File: src/design/strip_fan_to_triangle_list_core_assert.svh
// Assertion macros shared by the strip and fan expansion modules.
`ifndef STRIP_FAN_TO_TRIANGLE_LIST_CORE_ASSERT_SVH
`define STRIP_FAN_TO_TRIANGLE_LIST_CORE_ASSERT_SVH

// Condition holds at every clock edge out of reset.
`define STFL_ASSERT_ALWAYS(label, clk, rstn, cond, msg) \
    label: assert property (@(posedge clk) disable iff (!rstn) (cond)) \
        else $error(msg);

// Antecedent implies consequent in the same cycle.
`define STFL_ASSERT_IMPLIES(label, clk, rstn, ante, cons, msg) \
    label: assert property (@(posedge clk) disable iff (!rstn) (ante) |-> (cons)) \
        else $error(msg);

// Antecedent implies consequent in the next cycle.
`define STFL_ASSERT_NEXT(label, clk, rstn, ante, cons, msg) \
    label: assert property (@(posedge clk) disable iff (!rstn) (ante) |=> (cons)) \
        else $error(msg);

`endif

File: src/design/stfl_pkg.sv
// Shared types and constants for the strip and fan expansion core.
package stfl_pkg;

    localparam int MaxVertices    = 2048;
    localparam int MaxPrimRecords = 4095;
    localparam int QueueDepth     = 2;
    localparam logic [11:0] VertexCountReset = 12'd2048;

    localparam int InDataW  = 88;
    localparam int OutDataW = 80;
    localparam int OutUserW = 3;

    typedef enum logic [1:0] {
        ERR_NONE  = 2'd0,
        ERR_COUNT = 2'd1,
        ERR_INDEX = 2'd2,
        ERR_PLACE = 2'd3
    } err_t;

    typedef struct packed {
        logic [31:0] s;
        logic [31:0] t;
        logic [10:0] idx;
    } vert_t;

    // One queued job: either a single status word or a whole triangle.
    typedef struct packed {
        logic  is_tri;
        logic  done;
        err_t  err;
        vert_t v0;
        vert_t v1;
        vert_t v2;
    } job_t;

endpackage

File: src/design/stfl_front.sv
// Front end: accepts command words, tracks primitive state and builds jobs.
module stfl_front (
    input  logic                 aclk,
    input  logic                 aresetn,
    input  logic                 in_valid,
    output logic                 in_ready,
    input  logic                 action,
    input  logic signed [12:0]   prim_count,
    input  logic [31:0]          tex_s,
    input  logic [31:0]          tex_t,
    input  logic [10:0]          vert_index,
    input  logic [11:0]          vertex_count,
    input  logic                 q_full,
    output logic                 q_push,
    output stfl_pkg::job_t       q_job
);

    logic                  in_prim_reg, in_prim_next;
    logic                  is_fan_reg, is_fan_next;
    logic [11:0]           left_reg, left_next;
    logic [1:0]            pos_reg, pos_next;      // saturates at two
    logic                  odd_reg, odd_next;      // parity of record position
    stfl_pkg::vert_t       held_reg [2];
    stfl_pkg::vert_t       cur_v, va, vb;
    logic                  take;
    logic                  neg;
    logic [12:0]           mag;
    logic                  swap;
    logic                  ok_a, ok_b, ok_c;

    function automatic logic index_ok(input logic [10:0] idx, input logic [11:0] lim);
        index_ok = ({1'b0, idx} < lim) && (32'(idx) < stfl_pkg::MaxVertices);
    endfunction

    assign in_ready = !q_full;
    assign take     = in_valid && in_ready;

    assign cur_v = '{s: tex_s, t: tex_t, idx: vert_index};
    assign neg   = prim_count[12];
    assign mag   = neg ? 13'(13'd0 - prim_count) : prim_count;
    assign swap  = !is_fan_reg && odd_reg;
    assign va    = swap ? held_reg[1] : held_reg[0];
    assign vb    = swap ? held_reg[0] : held_reg[1];
    assign ok_a  = index_ok(va.idx, vertex_count);
    assign ok_b  = index_ok(vb.idx, vertex_count);
    assign ok_c  = index_ok(vert_index, vertex_count);

    // Classify the word and decide the job and next state
    always_comb begin
        in_prim_next = in_prim_reg;
        is_fan_next  = is_fan_reg;
        left_next    = left_reg;
        pos_next     = pos_reg;
        odd_next     = odd_reg;
        q_push       = 1'b0;
        q_job        = '0;
        q_job.err    = stfl_pkg::ERR_NONE;
        if (take) begin
            if (!action) begin
                q_push = 1'b1;
                if (in_prim_reg) begin
                    q_job.err = stfl_pkg::ERR_PLACE;
                end else if (mag == 13'd0) begin
                    q_job.done = 1'b1;
                end else if (mag < 13'd3 || mag > 13'(stfl_pkg::MaxPrimRecords)) begin
                    q_job.err = stfl_pkg::ERR_COUNT;
                end else begin
                    q_push       = 1'b0;
                    in_prim_next = 1'b1;
                    is_fan_next  = neg;
                    left_next    = mag[11:0];
                    pos_next     = 2'd0;
                    odd_next     = 1'b0;
                end
            end else if (!in_prim_reg) begin
                q_push    = 1'b1;
                q_job.err = stfl_pkg::ERR_PLACE;
            end else begin
                if (pos_reg != 2'd2) begin
                    if (!ok_c) begin
                        q_push    = 1'b1;
                        q_job.err = stfl_pkg::ERR_INDEX;
                    end
                    pos_next = 2'(pos_reg + 2'd1);
                end else begin
                    q_push = 1'b1;
                    if (ok_a && ok_b && ok_c) begin
                        q_job.is_tri = 1'b1;
                        q_job.v0     = va;
                        q_job.v1     = vb;
                        q_job.v2     = cur_v;
                    end else begin
                        q_job.err = stfl_pkg::ERR_INDEX;
                    end
                end
                odd_next  = !odd_reg;
                left_next = 12'(left_reg - 12'd1);
                if (left_reg == 12'd1) begin
                    in_prim_next = 1'b0;
                end
            end
        end
    end

    // Hold control state
    always_ff @(posedge aclk) begin
        if (!aresetn) begin
            in_prim_reg <= 1'b0;
            is_fan_reg  <= 1'b0;
            left_reg    <= '0;
            pos_reg     <= '0;
            odd_reg     <= 1'b0;
        end else begin
            in_prim_reg <= in_prim_next;
            is_fan_reg  <= is_fan_next;
            left_reg    <= left_next;
            pos_reg     <= pos_next;
            odd_reg     <= odd_next;
        end
    end

    // Hold the last two records; a strip slides, a fan keeps its pivot
    always_ff @(posedge aclk) begin
        if (take && action && in_prim_reg) begin
            if (pos_reg != 2'd2) begin
                held_reg[pos_reg[0]] <= cur_v;
            end else begin
                if (!is_fan_reg) begin
                    held_reg[0] <= held_reg[1];
                end
                held_reg[1] <= cur_v;
            end
        end
    end

endmodule

File: src/design/stfl_queue.sv
// Short job queue between the front end and the output sequencer.
`include "strip_fan_to_triangle_list_core_assert.svh"

module stfl_queue #(
    parameter int DEPTH = stfl_pkg::QueueDepth
) (
    input  logic            aclk,
    input  logic            aresetn,
    input  logic            push,
    input  stfl_pkg::job_t  push_job,
    output logic            full,
    input  logic            pop,
    output logic            head_valid,
    output stfl_pkg::job_t  head_job
);

    localparam int PtrW = (DEPTH > 1) ? $clog2(DEPTH) : 1;
    localparam int CntW = $clog2(DEPTH + 1);

    stfl_pkg::job_t    mem [DEPTH];
    logic [PtrW-1:0]   wr_ptr_reg, rd_ptr_reg;
    logic [CntW-1:0]   count_reg;

    assign full       = (count_reg == CntW'(DEPTH));
    assign head_valid = (count_reg != '0);
    assign head_job   = mem[rd_ptr_reg];

    // Write the entry at the tail
    always_ff @(posedge aclk) begin
        if (push) begin
            mem[wr_ptr_reg] <= push_job;
        end
    end

    // Advance pointers and occupancy
    always_ff @(posedge aclk) begin
        if (!aresetn) begin
            wr_ptr_reg <= '0;
            rd_ptr_reg <= '0;
            count_reg  <= '0;
        end else begin
            if (push) begin
                wr_ptr_reg <= (wr_ptr_reg == PtrW'(DEPTH - 1)) ? '0 : PtrW'(wr_ptr_reg + 1'b1);
            end
            if (pop) begin
                rd_ptr_reg <= (rd_ptr_reg == PtrW'(DEPTH - 1)) ? '0 : PtrW'(rd_ptr_reg + 1'b1);
            end
            if (push && !pop) begin
                count_reg <= CntW'(count_reg + 1'b1);
            end else if (pop && !push) begin
                count_reg <= CntW'(count_reg - 1'b1);
            end
        end
    end

    `STFL_ASSERT_ALWAYS(a_q_bound, aclk, aresetn, count_reg <= CntW'(DEPTH), "queue overfilled")
    `STFL_ASSERT_IMPLIES(a_q_nopush_full, aclk, aresetn, full, !push, "push into full queue")
    `STFL_ASSERT_NEXT(a_q_grow, aclk, aresetn, push && !pop, count_reg != '0, "push lost")

endmodule

File: src/design/stfl_back.sv
// Back end: walks each job out as result words through an output register.
`include "strip_fan_to_triangle_list_core_assert.svh"

module stfl_back (
    input  logic                 aclk,
    input  logic                 aresetn,
    input  logic                 head_valid,
    input  stfl_pkg::job_t       head_job,
    output logic                 pop,
    output logic                 out_valid,
    input  logic                 out_ready,
    output stfl_pkg::vert_t      out_vert,
    output logic                 tri_last,
    output logic                 list_done,
    output stfl_pkg::err_t       error_code
);

    logic             phase_reg, phase_next_unused;
    logic [1:0]       step_reg;
    logic             valid_reg;
    stfl_pkg::vert_t  vert_reg, vert_sel;
    logic             last_reg, done_reg;
    stfl_pkg::err_t   err_reg;
    logic             load;
    logic             final_step;

    assign phase_reg         = (step_reg != 2'd0);
    assign phase_next_unused = 1'b0;
    assign load       = head_valid && (!valid_reg || out_ready);
    assign final_step = !head_job.is_tri || (step_reg == 2'd2);
    assign pop        = load && final_step;

    // Pick the vertex for the current step
    always_comb begin
        unique case (step_reg)
            2'd0:    vert_sel = head_job.v0;
            2'd1:    vert_sel = head_job.v1;
            default: vert_sel = head_job.v2;
        endcase
        if (!head_job.is_tri || phase_next_unused) begin
            vert_sel = '0;
        end
    end

    // Step through the job and hold the output word
    always_ff @(posedge aclk) begin
        if (!aresetn) begin
            valid_reg <= 1'b0;
            step_reg  <= 2'd0;
        end else begin
            if (load) begin
                valid_reg <= 1'b1;
                step_reg  <= final_step ? 2'd0 : 2'(step_reg + 2'd1);
            end else if (out_ready) begin
                valid_reg <= 1'b0;
            end
        end
    end

    // Payload of the output word
    always_ff @(posedge aclk) begin
        if (load) begin
            vert_reg <= vert_sel;
            last_reg <= head_job.is_tri && (step_reg == 2'd2);
            done_reg <= head_job.done;
            err_reg  <= head_job.err;
        end
    end

    assign out_valid  = valid_reg;
    assign out_vert   = vert_reg;
    assign tri_last   = last_reg;
    assign list_done  = done_reg;
    assign error_code = err_reg;

    `STFL_ASSERT_IMPLIES(a_b_mid_tri, aclk, aresetn, phase_reg,
        head_valid && head_job.is_tri, "mid-triangle without a triangle job")
    `STFL_ASSERT_IMPLIES(a_b_last_clean, aclk, aresetn, valid_reg && last_reg,
        err_reg == stfl_pkg::ERR_NONE && !done_reg, "triangle end carries status")
    `STFL_ASSERT_NEXT(a_b_stall_hold, aclk, aresetn, valid_reg && !out_ready,
        valid_reg && step_reg == $past(step_reg), "stalled word moved on")

endmodule

File: src/design/strip_fan_to_triangle_list_core.sv
// Top level of the triangle strip and fan to triangle list core.
//
// Input channel s_*: one command word per handshake. s_tuser is the action
// (0 header or terminator, 1 vertex record). A header opens a strip
// (positive count) or a fan (negative count); zero ends the list.
// Output channel m_*: one vertex or status word per handshake. From the
// third record of a primitive on, each record yields three words with
// m_tlast on the third; error, terminator and misplaced-item words come
// singly with vertex fields zero.
// Configuration: cfg_valid/cfg_data write vertex_count; always ready.
// Path: each job is registered in the queue, then each word in the output register.
// Throughput: the front end takes one item per cycle while its two-entry
// job queue has room; the output register emits one word per cycle while
// m_tready is high, so a record that makes a triangle yields three words.
// Headers that open a primitive produce no word.
// Reset (aresetn low, synchronous) empties the queue, closes any open
// primitive and sets vertex_count to 2048. When m_tready is low the output
// word holds, the queue fills and s_tready drops.
module strip_fan_to_triangle_list_core #(
    parameter int QUEUE_DEPTH = stfl_pkg::QueueDepth
) (
    input  logic                          aclk,
    input  logic                          aresetn,
    input  logic                          s_tvalid,
    output logic                          s_tready,
    // [12:0] prim_count, [44:13] tex_s, [76:45] tex_t, [87:77] vert_index
    input  logic [stfl_pkg::InDataW-1:0]  s_tdata,
    // [0] action
    input  logic                          s_tuser,
    output logic                          m_tvalid,
    input  logic                          m_tready,
    // [31:0] out_s, [63:32] out_t, [74:64] out_index, [79:75] zero
    output logic [stfl_pkg::OutDataW-1:0] m_tdata,
    output logic                          m_tlast,
    // [0] list_done, [2:1] error_code
    output logic [stfl_pkg::OutUserW-1:0] m_tuser,
    input  logic                          cfg_valid,
    output logic                          cfg_ready,
    input  logic [11:0]                   cfg_data
);

    logic [11:0]      vertex_count_reg;
    logic             q_full, q_push, q_pop, q_head_valid;
    stfl_pkg::job_t   q_job, q_head;
    stfl_pkg::vert_t  out_vert;
    logic             list_done;
    stfl_pkg::err_t   error_code;

    // Hold the vertex count register
    assign cfg_ready = 1'b1;
    always_ff @(posedge aclk) begin
        if (!aresetn) begin
            vertex_count_reg <= stfl_pkg::VertexCountReset;
        end else if (cfg_valid && cfg_ready) begin
            vertex_count_reg <= cfg_data;
        end
    end

    stfl_front u_front (
        .aclk         (aclk),
        .aresetn      (aresetn),
        .in_valid     (s_tvalid),
        .in_ready     (s_tready),
        .action       (s_tuser),
        .prim_count   (s_tdata[12:0]),
        .tex_s        (s_tdata[44:13]),
        .tex_t        (s_tdata[76:45]),
        .vert_index   (s_tdata[87:77]),
        .vertex_count (vertex_count_reg),
        .q_full       (q_full),
        .q_push       (q_push),
        .q_job        (q_job)
    );

    stfl_queue #(
        .DEPTH (QUEUE_DEPTH)
    ) u_queue (
        .aclk       (aclk),
        .aresetn    (aresetn),
        .push       (q_push),
        .push_job   (q_job),
        .full       (q_full),
        .pop        (q_pop),
        .head_valid (q_head_valid),
        .head_job   (q_head)
    );

    stfl_back u_back (
        .aclk       (aclk),
        .aresetn    (aresetn),
        .head_valid (q_head_valid),
        .head_job   (q_head),
        .pop        (q_pop),
        .out_valid  (m_tvalid),
        .out_ready  (m_tready),
        .out_vert   (out_vert),
        .tri_last   (m_tlast),
        .list_done  (list_done),
        .error_code (error_code)
    );

    // Pack the output word
    assign m_tdata = {5'd0, out_vert.idx, out_vert.t, out_vert.s};
    assign m_tuser = {error_code, list_done};

endmodule

File: config.mk
export PLATFORM = sky130hd
export DESIGN_NAME = strip_fan_to_triangle_list_core
export DESIGN_NICKNAME = d
export VERILOG_FILES = /design/src/design/stfl_pkg.sv /design/src/design/stfl_front.sv /design/src/design/stfl_queue.sv /design/src/design/stfl_back.sv /design/src/design/strip_fan_to_triangle_list_core.sv
export VERILOG_INCLUDE_DIRS = /design/src /design/src/design
export SDC_FILE = /design/constraint.sdc
export NUM_CORES = 1
export LEC_CHECK = 0
export ABC_CLOCK_PERIOD_IN_PS = 14400
export BUFFER_PORTS_ARGS = -buffer_cell sky130_fd_sc_hd__clkbuf_2
export CELL_PAD_IN_SITES_DETAIL_PLACEMENT = 0
export CELL_PAD_IN_SITES_GLOBAL_PLACEMENT = 1
export CORE_MARGIN = 10
export CORE_UTILIZATION = 45
export CTS_CLUSTER_SIZE = 16
export DETAILED_ROUTE_END_ITERATION = 10
export HOLD_SLACK_MARGIN = 0.08
export PLACE_DENSITY_LB_ADDON = 0.1
export SLEW_MARGIN = 10
export SYNTH_ARGS = -nofsm -noshare
export SYNTH_HDL_FRONTEND = slang
export SYNTH_SLANG_ARGS = --single-unit
File: constraint.sdc
create_clock -name aclk -period 14.4 [get_ports aclk]
set_input_delay 0.72 -clock aclk [delete_from_list [all_inputs] [get_ports aclk]]
set_output_delay 0.72 -clock aclk [all_outputs]
set_load 0.005 [all_outputs]
==> results of run 1 <==
## per-layer routing
layer  global-route usage (%)  vias to the layer above  share of wire (%)  routed length, um
met5                        0                        -              0.014                 11
met1                     25.2                     9671                 43              33900
met2                     33.8                      520                 50              39700
met3                     3.54                      105                5.3               4200
met4                     5.44                        2                1.9               1520
li1                         -                     8744                  -                  -
## power groups by stage
stage               sequential [mW]  clock (mW)  combinational [mW]
finish                         2.78        1.79                1.42
global route                   2.80        1.92                1.56
CTS                            2.78        1.84                1.45
global placement               2.82           0                1.43
floorplan                      2.85           0               0.886
detailed placement             2.82           0                1.44
## stage by stage
| step | hold WS, ns | cells | utilization [%] | cell area [um2] |
|---|---|---|---|---|
| 3_5_place_dp | 0.465 | 3081 | 47.8 | 32700 |
| 5_1_grt | 0.298 | 3208 | 51.0 | 34900 |
| 4_1_cts | 0.285 | 3206 | 51.0 | 34900 |
| 3_3_place_gp | 0.449 | 3081 | 47.8 | 32700 |
| 6_report | 0.320 | 3208 | 51.0 | 34900 |
| 2_1_floorplan | 0.438 | 2159 | - | 31100 |
## area by class of cell
class / instances / area (um2)
Antenna cell: 2 / 5.00
Clock buffer: 99 / 2040
Clock inverter: 26 / 160
Fill cell: 5821 / 33500
Inverter: 33 / 124
Multi-Input combinational cell: 1224 / 8970
Sequential cell: 724 / 21400
Tap cell: 882 / 1100
Timing Repair Buffer: 218 / 1170
## worst max path at each step
stage                    startpoint             endpoint  slack [ns]  cells after the start
floorplan                s_tdata[0]    u_queue.mem[0][0]        1.69                      9
global placement    u_front.odd_reg  u_queue.mem[0][132]        8.39                     11
CTS                 u_front.odd_reg  u_queue.mem[0][149]        8.22                     11
detailed placement  u_front.odd_reg  u_queue.mem[0][140]        8.22                     11
finish              u_front.odd_reg  u_queue.mem[0][146]        8.28                     11
global route        u_front.odd_reg   u_queue.mem[0][87]        7.85                     11
## cell families after synthesis
logic type                 count (synthesis)  synth area share, %
muxes                                    244                 8.26
xor gates and xnor gates                  13                0.367
and+or+nand+nor                          517                 8.02
AOI/OAI and AO/OA                        404                 10.2
adders and majority gates                 40                 1.61
other                                      2               0.0242
DFF                                      724                 68.8
buffers and inverters                    211                 2.71
## layout by cell type, fill, tap and decap left out, types with 38 or more instances in the layout
cell type,synthesis,routed
a211oi_1,78,77
a22o_1,75,75
a22oi_1,77,77
a311oi_1,75,75
clkbuf_16,0,77
clkbuf_2,0,186
edfxtp_1,687,687
ha_1,40,38
mux2_2,98,98
mux2i_1,146,145
nand2_1,97,96
nand3_1,77,77
nor2_1,122,117
nor3_1,141,141
==> results by group, run 1 <==
Power
  • LEAKAGE: around 12 nW
  • Peak VDD IR: approximately 0.00013 V
  • Logic pwr share: 23.7%
  • Switching Power: 1.85 mW
  • Pwr dens: ~170 nW/um2
  • Switching Fraction: between 30% and 40%
  • Clock power share: 29.9%
  • Sequential share of power: 46.4%
  • Power Total: ~6 mW
  • Int Power: approximately 4.1 mW

Timing
  • Final hold violation count: 0
  • Final setup fails: 0
  • Fin crit share: roughly 43%
  • Setup ws final: between 8 and 9 ns
  • F_max: 0.163 GHz
  • RSZ-0062 raised after global routing: no
  • Post-layout min period: between 6 and 7 ns
  • Final Max Tran Viols: 0
  • Clk_skew: 0.0210 ns
  • Setup TNS: 0 ns
  • Max_slew headroom: around 22%
  • Tightest Pin Transition: between 1 and 1.5 ns

Detailed routing
  • Via-to-Cell Ratio: approximately 5.9
  • Vias: ~19000
  • Wire per inst: around 25 um
  • DRT Pass-1 Iters: 7
  • DRC Markers: 0
  • Final ANT Viol Nets: 0
  • DRT iter0 DRCs: 1352
  • WL final: slightly below 80000 um

Worst setup path
  • Buf+Inv Stages, Crit Path: 3
  • Critical R2R Capture: u_queue.mem[0][146]
  • CP max-delay cell: buf_4
  • Worst path cell trace: nor2b_4 > buf_4 > mux2_2 > ha_1 > and3_1 > nand3_1 > o21ai_0 > a211o_4 > buf_4 > buf_4 > nor3_1
  • Delay-heaviest family, CP: buffers and inverters
  • R2R Path Start: u_front.odd_reg
  • Critical path type: reg -> reg
  • Largest stage delay, worst path: 1.01 ns
  • FF-to-FF setup slack: about 8.3 ns
  • Most Frequent Cell on Critical Path: buf_4
  • CP Capture Type: flip-flop
  • Crit start category: flip-flop
  • WP data arrival: 6.43 ns
  • FF-to-FF path depth: 11
  • CP max FO: 94
  • Data required, critical path: approximately 15 ns

CTS
  • # Post-CTS Setup Buffers: 0
  • Largest buffer count on any clock path: 3
  • Clock latency on the worst-skew pair: a little over 0.6 ns
  • PostCTS Resize Cnt: 0
  • CTS tree: built
  • H-tree levels: 3
  • Worst-path clk slew: 0.06 ns
  • CTS buffer count: a little under 80
  • CTS root buf: clkbuf_16
  • Clock sinks: 724
  • Post-cts hold buffer count: 0

Yosys
  • Area contributors post-synth: edfxtp_1 (66%), mux2i_1 (4.7%), mux2_2 (3.6%), dfxtp_1 (2.4%), nor3_1 (2.3%)
  • Synth top cells by count: edfxtp_1 (687), mux2i_1 (146), nor3_1 (141)
  • Mean area per synthesized cell: ~14 um2
  • Primary FF master, synth: edfxtp_1
  • EDFF count, synth: a little under 700
  • Fraction of registers with async set/reset: 0%
  • Unique masters post-synth: 62
  • Gate Count Post-Synth: about 2200
  • Top-count cell post-synth: edfxtp_1
  • Cell Area, Synth: 31000 um2
  • Seq/Total Area, Yosys: between 60% and 70%
  • Top cell type's share of synthesized area: 66.5%
  • Flop and latch count out of synthesis: 724
  • Yosys warns: 0
  • Synth area leader: edfxtp_1

Global routing
  • Via count of the first global-routing pass: ~20000
  • Largest net degree at the start of global routing: 95
  • Initial antenna violation count: 4
  • First-pass GRT wire length: 120000 um
  • Gr usage total: between 15 and 20%
  • Grt total ovfl: 0

Layout
  • Final nets: about 2400
  • Max FFs per register: 458
  • Layout cell share with drive strength beyond 1: a little under a fifth
  • Area growth, synth to finish: 12.6%

Die
  • Site Rows: 96
  • Die width: approximately 280 um
  • I/O pin total: between 150 and 200
  • Die ar.: between 70000 and 80000 um2
  • CORE AREA: roughly 70000 um2
  • Starting Density: between 40% and 50%
  • Die H: 283 um

Worst hold path
  • Hold EP: u_front.held_reg[1][28]
  • Min-delay src: s_tdata[62]
  • Worst hold stages: 1
  • Min-delay worst type: in -> reg

Placed design
  • Post-DP HPWL: around 45000 um
  • PortBufs: approximately 190
  • GP Congestion: between 0.8 and 0.9
  • Pre-CTS setup slack: a little over 8 ns

Job
  • Max Cap Viol: 0

Outcome
  • Status: finished, final reports clean
No activity file was read; power rests on OpenSTA's default activity.
==> run 2, diff against run 1 <==
ABC_CLOCK_PERIOD_IN_PS = 5500   (was 14400)
clock period = 5.5 ns   (was 14.4 ns; I/O delays follow)
==> run 2 against run 1 <==
  * Die area unchanged
  * Sequential share of layout area down 2.5 points
  * Clock skew up 0.010 ns
  * Register-to-register slack worse by 6.9 ns
  * Critical path depth down 1
  * First-iteration DRC count down 4.1%
  * Largest power group unchanged
==> results by group, run 2 (synthesis gave the netlist of run 1 again) <==
Detailed routing
  • WL final: ~79000 um
  • DRT Pass-1 Iters: 7
  • Final ANT Viol Nets: 0
  • Vias: 19495
  • DRC Markers: 0
  • Wire per inst: between 20 and 25 um
  • DRT iter0 DRCs: between 1000 and 1500
  • Via-to-Cell Ratio: roughly 5.9

Die
  • CORE AREA: 68500 um2
  • Die width: 283 um
  • Die ar.: around 80000 um2
  • I/O pin total: around 190
  • Die H: ~280 um
  • Starting Density: a little under half
  • Site Rows: 96

Placed design
  • Placed cell count: 3092
  • PortBufs: 186
  • Post-DP HPWL: between 40000 and 50000 um
  • GP Congestion: 0.795

Timing
  • Tightest Pin Transition: ~1.2 ns
  • F_max: 0.241 GHz
  • Clk_skew: about 0.031 ns
  • Final Max Tran Viols: 0
  • Post-layout min period: ~4.1 ns
  • Fin crit share: between 70% and 80%
  • Final setup fails: 0
  • Final Hold Slack: around 0.16 ns
  • RSZ-0062 raised after global routing: no
  • Final hold violation count: 0
  • Max_slew headroom: approximately 22%

CTS
  • CTS tree: built
  • # Post-CTS Setup Buffers: 0
  • H-tree levels: 3
  • Largest buffer count on any clock path: 3
  • Clock sinks: 724
  • Clock latency on the worst-skew pair: 0.63 ns
  • PostCTS Resize Cnt: 0
  • Worst-path clk slew: 0.06 ns
  • Post-cts hold buffer count: 88
  • CTS buffer count: 78
  • CTS root buf: clkbuf_16

Worst setup path
  • Largest stage delay, worst path: 0.64 ns
  • Buf+Inv Stages, Crit Path: 1
  • Data required, critical path: 5.90 ns
  • Critical path type: reg -> reg
  • Crit start category: flip-flop
  • Worst setup startpoint: u_front.odd_reg
  • CP max-delay cell: a211o_4
  • Delay-heaviest family, CP: compound AO/OA/AOI/OAI gates
  • CP max FO: between 60 and 70
  • R2R Path Start: u_front.odd_reg
  • CP Capture Type: flip-flop
  • WP data arrival: roughly 4.6 ns
  • Worst path cell trace: nor2b_4 > mux2_2 > ha_1 > and3_1 > a221o_1 > a21oi_1 > o21ai_0 > a211o_4 > buf_4 > nor3_1

Global routing
  • Via count of the first global-routing pass: about 20000
  • Initial antenna violation count: 2
  • Largest net degree at the start of global routing: 85
  • Grt total ovfl: 0
  • Gr busiest metal: met2
  • Gr usage total: 19.7%
  • Met3 global-route usage: between 3 and 4%
  • First-pass GRT wire length: 120000 um
  • Global Route met2 Usage: 34.7%
  • Met1 Use GR: between 20% and 30%

Layout
  • Layout cell share with drive strength beyond 1: just under 20%
  • Final nets: between 2000 and 3000
  • Commonest non-fill, non-tap cell in the layout: edfxtp_1
  • Storage cell area: between 20000 and 25000 um2
  • Cell Count, Final, Fillers Out: 3323
  • Multi-input logic area: around 9000 um2
  • Fill count: around 5700
  • Area growth, synth to finish: 17.4%
  • Most frequent cells in the layout: edfxtp_1 (687), clkbuf_2 (186), mux2i_1 (145), nor3_1 (140), nor2_1 (117)
  • Post-layout util: between 50% and 60%
  • Max FFs per register: between 400 and 500

Power
  • Pwr dens: roughly 450 nW/um2
  • Peak VDD IR: approximately 0.00036 V
  • LEAKAGE: around 12 nW

Worst hold path
  • Min-delay src: aresetn
  • Min-delay worst type: in -> reg

Outcome
  • Status: finished, final reports clean

Job
  • Max Cap Viol: 0
[run 2: power breakdown]
| group | switching (mW) | internal, mW |
|---|---|---|
| combinational | 2.54 | 1.30 |
| sequential | 0.296 | 6.96 |
| clock | 2.13 | 3.06 |
| total | 4.96 | 11.3 |
[run 2: area by class of cell]
type                       count  area share (%)
clock buffer                 100            5.82
multi-input combinational   1224            24.7
inverter                      33           0.340
clock inverter                42            1.12
sequential                   724            58.7
timing repair buffer         317            6.27
tap                          882            3.03
antenna                        1         0.00687
[run 2: metrics by stage]
step | setup slack, ns | TNS [ns] | area (um2) | power (mW)
floorplan | -0.214 | -91.95 | 31100 | 9.66
global placement | 1.38 | 0 | 33000 | 11.2
detailed placement | 1.34 | 0 | 33000 | 11.2
CTS | 1.32 | 0 | 36400 | 16.5
global route | 1.12 | 0 | 36400 | 17.1
finish | 1.35 | 0 | 36400 | 16.3
[run 2: metal layers]
layer	routed length [um]	vias to the layer above
li1	-	8944
met4	1740	0
met3	3920	123
met1	33500	9954
met2	40300	474
met5	0	-
[run 2: final timing paths]
path	endpoint	slack (ns)	cells past startpoint
max	u_queue.mem[0][208]	1.35	10
min	vertex_count_reg[11]	0.16	2
max reg2reg	u_queue.mem[0][208]	1.35	10
min reg2reg	u_front.pos_reg[0]	0.48	2
==> run 3, diff against run 2 <==
ABC_CLOCK_PERIOD_IN_PS = 3900   (was 5500)
clock period = 3.9 ns   (was 5.5 ns; I/O delays follow)
==> run 3 against run 2 <==
  * Clock skew is 0.016 ns lower
  * Clock-buffer cell count decreased by 6
  * First-iteration DRC count grew 0.46%
  * Via count down 0.38%
  * Power up 40%
  * Highest routed layer unchanged
==> results by group, run 3 (synthesis gave the netlist of run 1 again) <==
Placed design
  • PortBufs: between 150 and 200
  • Placed cell count: between 3000 and 4000
  • Post-DP HPWL: approximately 45000 um
  • GP Congestion: between 0.7 and 0.8

CTS
  • CTS root buf: clkbuf_16
  • CTS buffer count: 77
  • Largest buffer count on any clock path: 3
  • Worst-path clk slew: ~0.060 ns
  • Clock sinks: about 720
  • CTS tree: built
  • Clock latency on the worst-skew pair: about 0.61 ns
  • H-tree levels: 3

Outcome
  • Status: finished, final reports clean

Worst setup path
  • Buf+Inv Stages, Crit Path: 1
  • CP max-delay cell: a211o_4
  • Worst path cell trace: nor2b_4 > mux2_2 > ha_1 > and3_1 > a221o_1 > a21oi_1 > o21ai_0 > a211o_4 > buf_12 > nor3_1
  • Critical path depth: 10
  • Delay-heaviest family, CP: compound AO/OA/AOI/OAI gates
  • Data required, critical path: ~4.3 ns
  • CP max FO: 67
  • CP Capture Type: flip-flop
  • Critical path type: reg -> reg
  • WP data arrival: 4.17 ns
  • FF-to-FF path depth: 10
  • Largest stage delay, worst path: between 0.5 and 0.6 ns
  • Crit start category: flip-flop

Global routing
  • Largest net degree at the start of global routing: 87
  • Grt total ovfl: 0
  • First-pass GRT wire length: around 120000 um
  • Via count of the first global-routing pass: between 20000 and 25000
  • Initial antenna violation count: 2
  • Gr usage total: 19.7%

Timing
  • Post-layout min period: roughly 3.8 ns
  • Final Hold Slack: 0.114 ns
  • F_max: between 0.2 and 0.3 GHz
  • Clk_skew: around 0.015 ns
  • Fin crit share: between 90% and 100%
  • Tightest Pin Transition: approximately 1.1 ns
  • Max_slew headroom: a little over a quarter
  • Final hold violation count: 0
  • Final Max Tran Viols: 0
  • RSZ-0062 raised after global routing: no
  • Final setup fails: 0

Power
  • Peak VDD IR: approximately 0.00065 V
  • LEAKAGE: around 13 nW
  • Power Total: around 23 mW
  • Pwr dens: between 600 and 700 nW/um2

Detailed routing
  • DRC Markers: 0
  • WL final: 79500 um
  • Via-to-Cell Ratio: between 5 and 6
  • Final ANT Viol Nets: 0
  • Vias: 19421
  • DRT Pass-1 Iters: 7
  • Wire per inst: 23.9 um
  • DRT iter0 DRCs: between 1000 and 1500

Layout
  • Cell Count, Final, Fillers Out: approximately 3300
  • Commonest non-fill, non-tap cell in the layout: edfxtp_1
  • Area growth, synth to finish: 18.0%
  • Most frequent cells in the layout: edfxtp_1 (687), clkbuf_2 (186), mux2i_1 (145), nor3_1 (140), nor2_1 (117)
  • Layout cell share with drive strength beyond 1: between 10% and 20%
  • Max FFs per register: about 460
  • Final nets: ~2500

Die
  • CORE AREA: a little under 70000 um2
  • Starting Density: 45.3%
  • Die width: between 200 and 300 um
  • Die H: about 280 um
  • I/O pin total: a little under 200
  • Site Rows: between 90 and 100
  • Die ar.: approximately 80000 um2

Job
  • Max Cap Viol: 0

Worst hold path
  • Worst hold stages: 4
  • Min-delay worst type: in -> reg
run 3: worst paths after layout:
path | startpoint | endpoint | slack, ns
setup / recovery | u_front.odd_reg | u_queue.mem[0][221] | 0.13
hold / removal | s_tvalid | u_front.in_prim_reg | 0.11
setup reg to reg | u_front.odd_reg | u_queue.mem[0][221] | 0.13
hold reg to reg | u_front.pos_reg[1] | u_front.pos_reg[1] | 0.47
run 3: cell type report:
| class | instances | area, um2 |
|---|---|---|
| Antenna cell | 1 | 2.50 |
| Clock buffer | 94 | 2030 |
| Multi-Input combinational cell | 1225 | 9020 |
| Timing Repair Buffer | 336 | 2580 |
| Sequential cell | 724 | 21400 |
| Tap cell | 882 | 1100 |
| Fill cell | 5678 | 31800 |
| Inverter | 33 | 124 |
| Clock inverter | 39 | 393 |
run 3: metrics by stage:
stage / TNS, ns / worst slack [ns] / cell area, um2 / util [%]
2_1_floorplan: -788.11 / -1.73 / 31100 / -
3_3_place_gp: 0 / 0.283 / 33200 / 48.5
3_5_place_dp: 0 / 0.143 / 33200 / 48.5
4_1_cts: 0 / 0.129 / 36600 / 53.4
5_1_grt: 0 / 0.0210 / 36600 / 53.5
6_report: 0 / 0.126 / 36600 / 53.5
run 3: worst register-to-register path, cell delays in order (launching register included):
cell and delay [ns]:
dfxtp_1 0.38, nor2b_4 0.27, mux2_2 0.39, ha_1 0.30, and3_1 0.21, a221o_1 0.35, a21oi_1 0.13, o21ai_0 0.30
a211o_4 0.58, buf_12 0.26, nor3_1 0.42
run 3: layer usage:
metal	GRT usage, %	part of all wire, %	up-vias
met3	2.75	4.7	103
met2	34.2	50	453
met4	5.14	1.8	0
met5	0	0	-
li1	-	-	8999
met1	25.7	43	9866
run 3: report_power, final:
group / switching, mW / internal (mW)
combinational: 3.59 / 1.92
clock: 2.91 / 4.22
sequential: 0.369 / 9.81
total: 6.87 / 15.9
run 3: repair_timing:
| action | in CTS | in global routing |
|---|---|---|
| setup buffers | 0 | 7 |
| gates resized for setup | 0 | 1 |
| hold buffers | 91 | 0 |
| endpoints found under the hold margin | 315 | 0 |
| endpoints found under the setup margin | 0 | 12 |
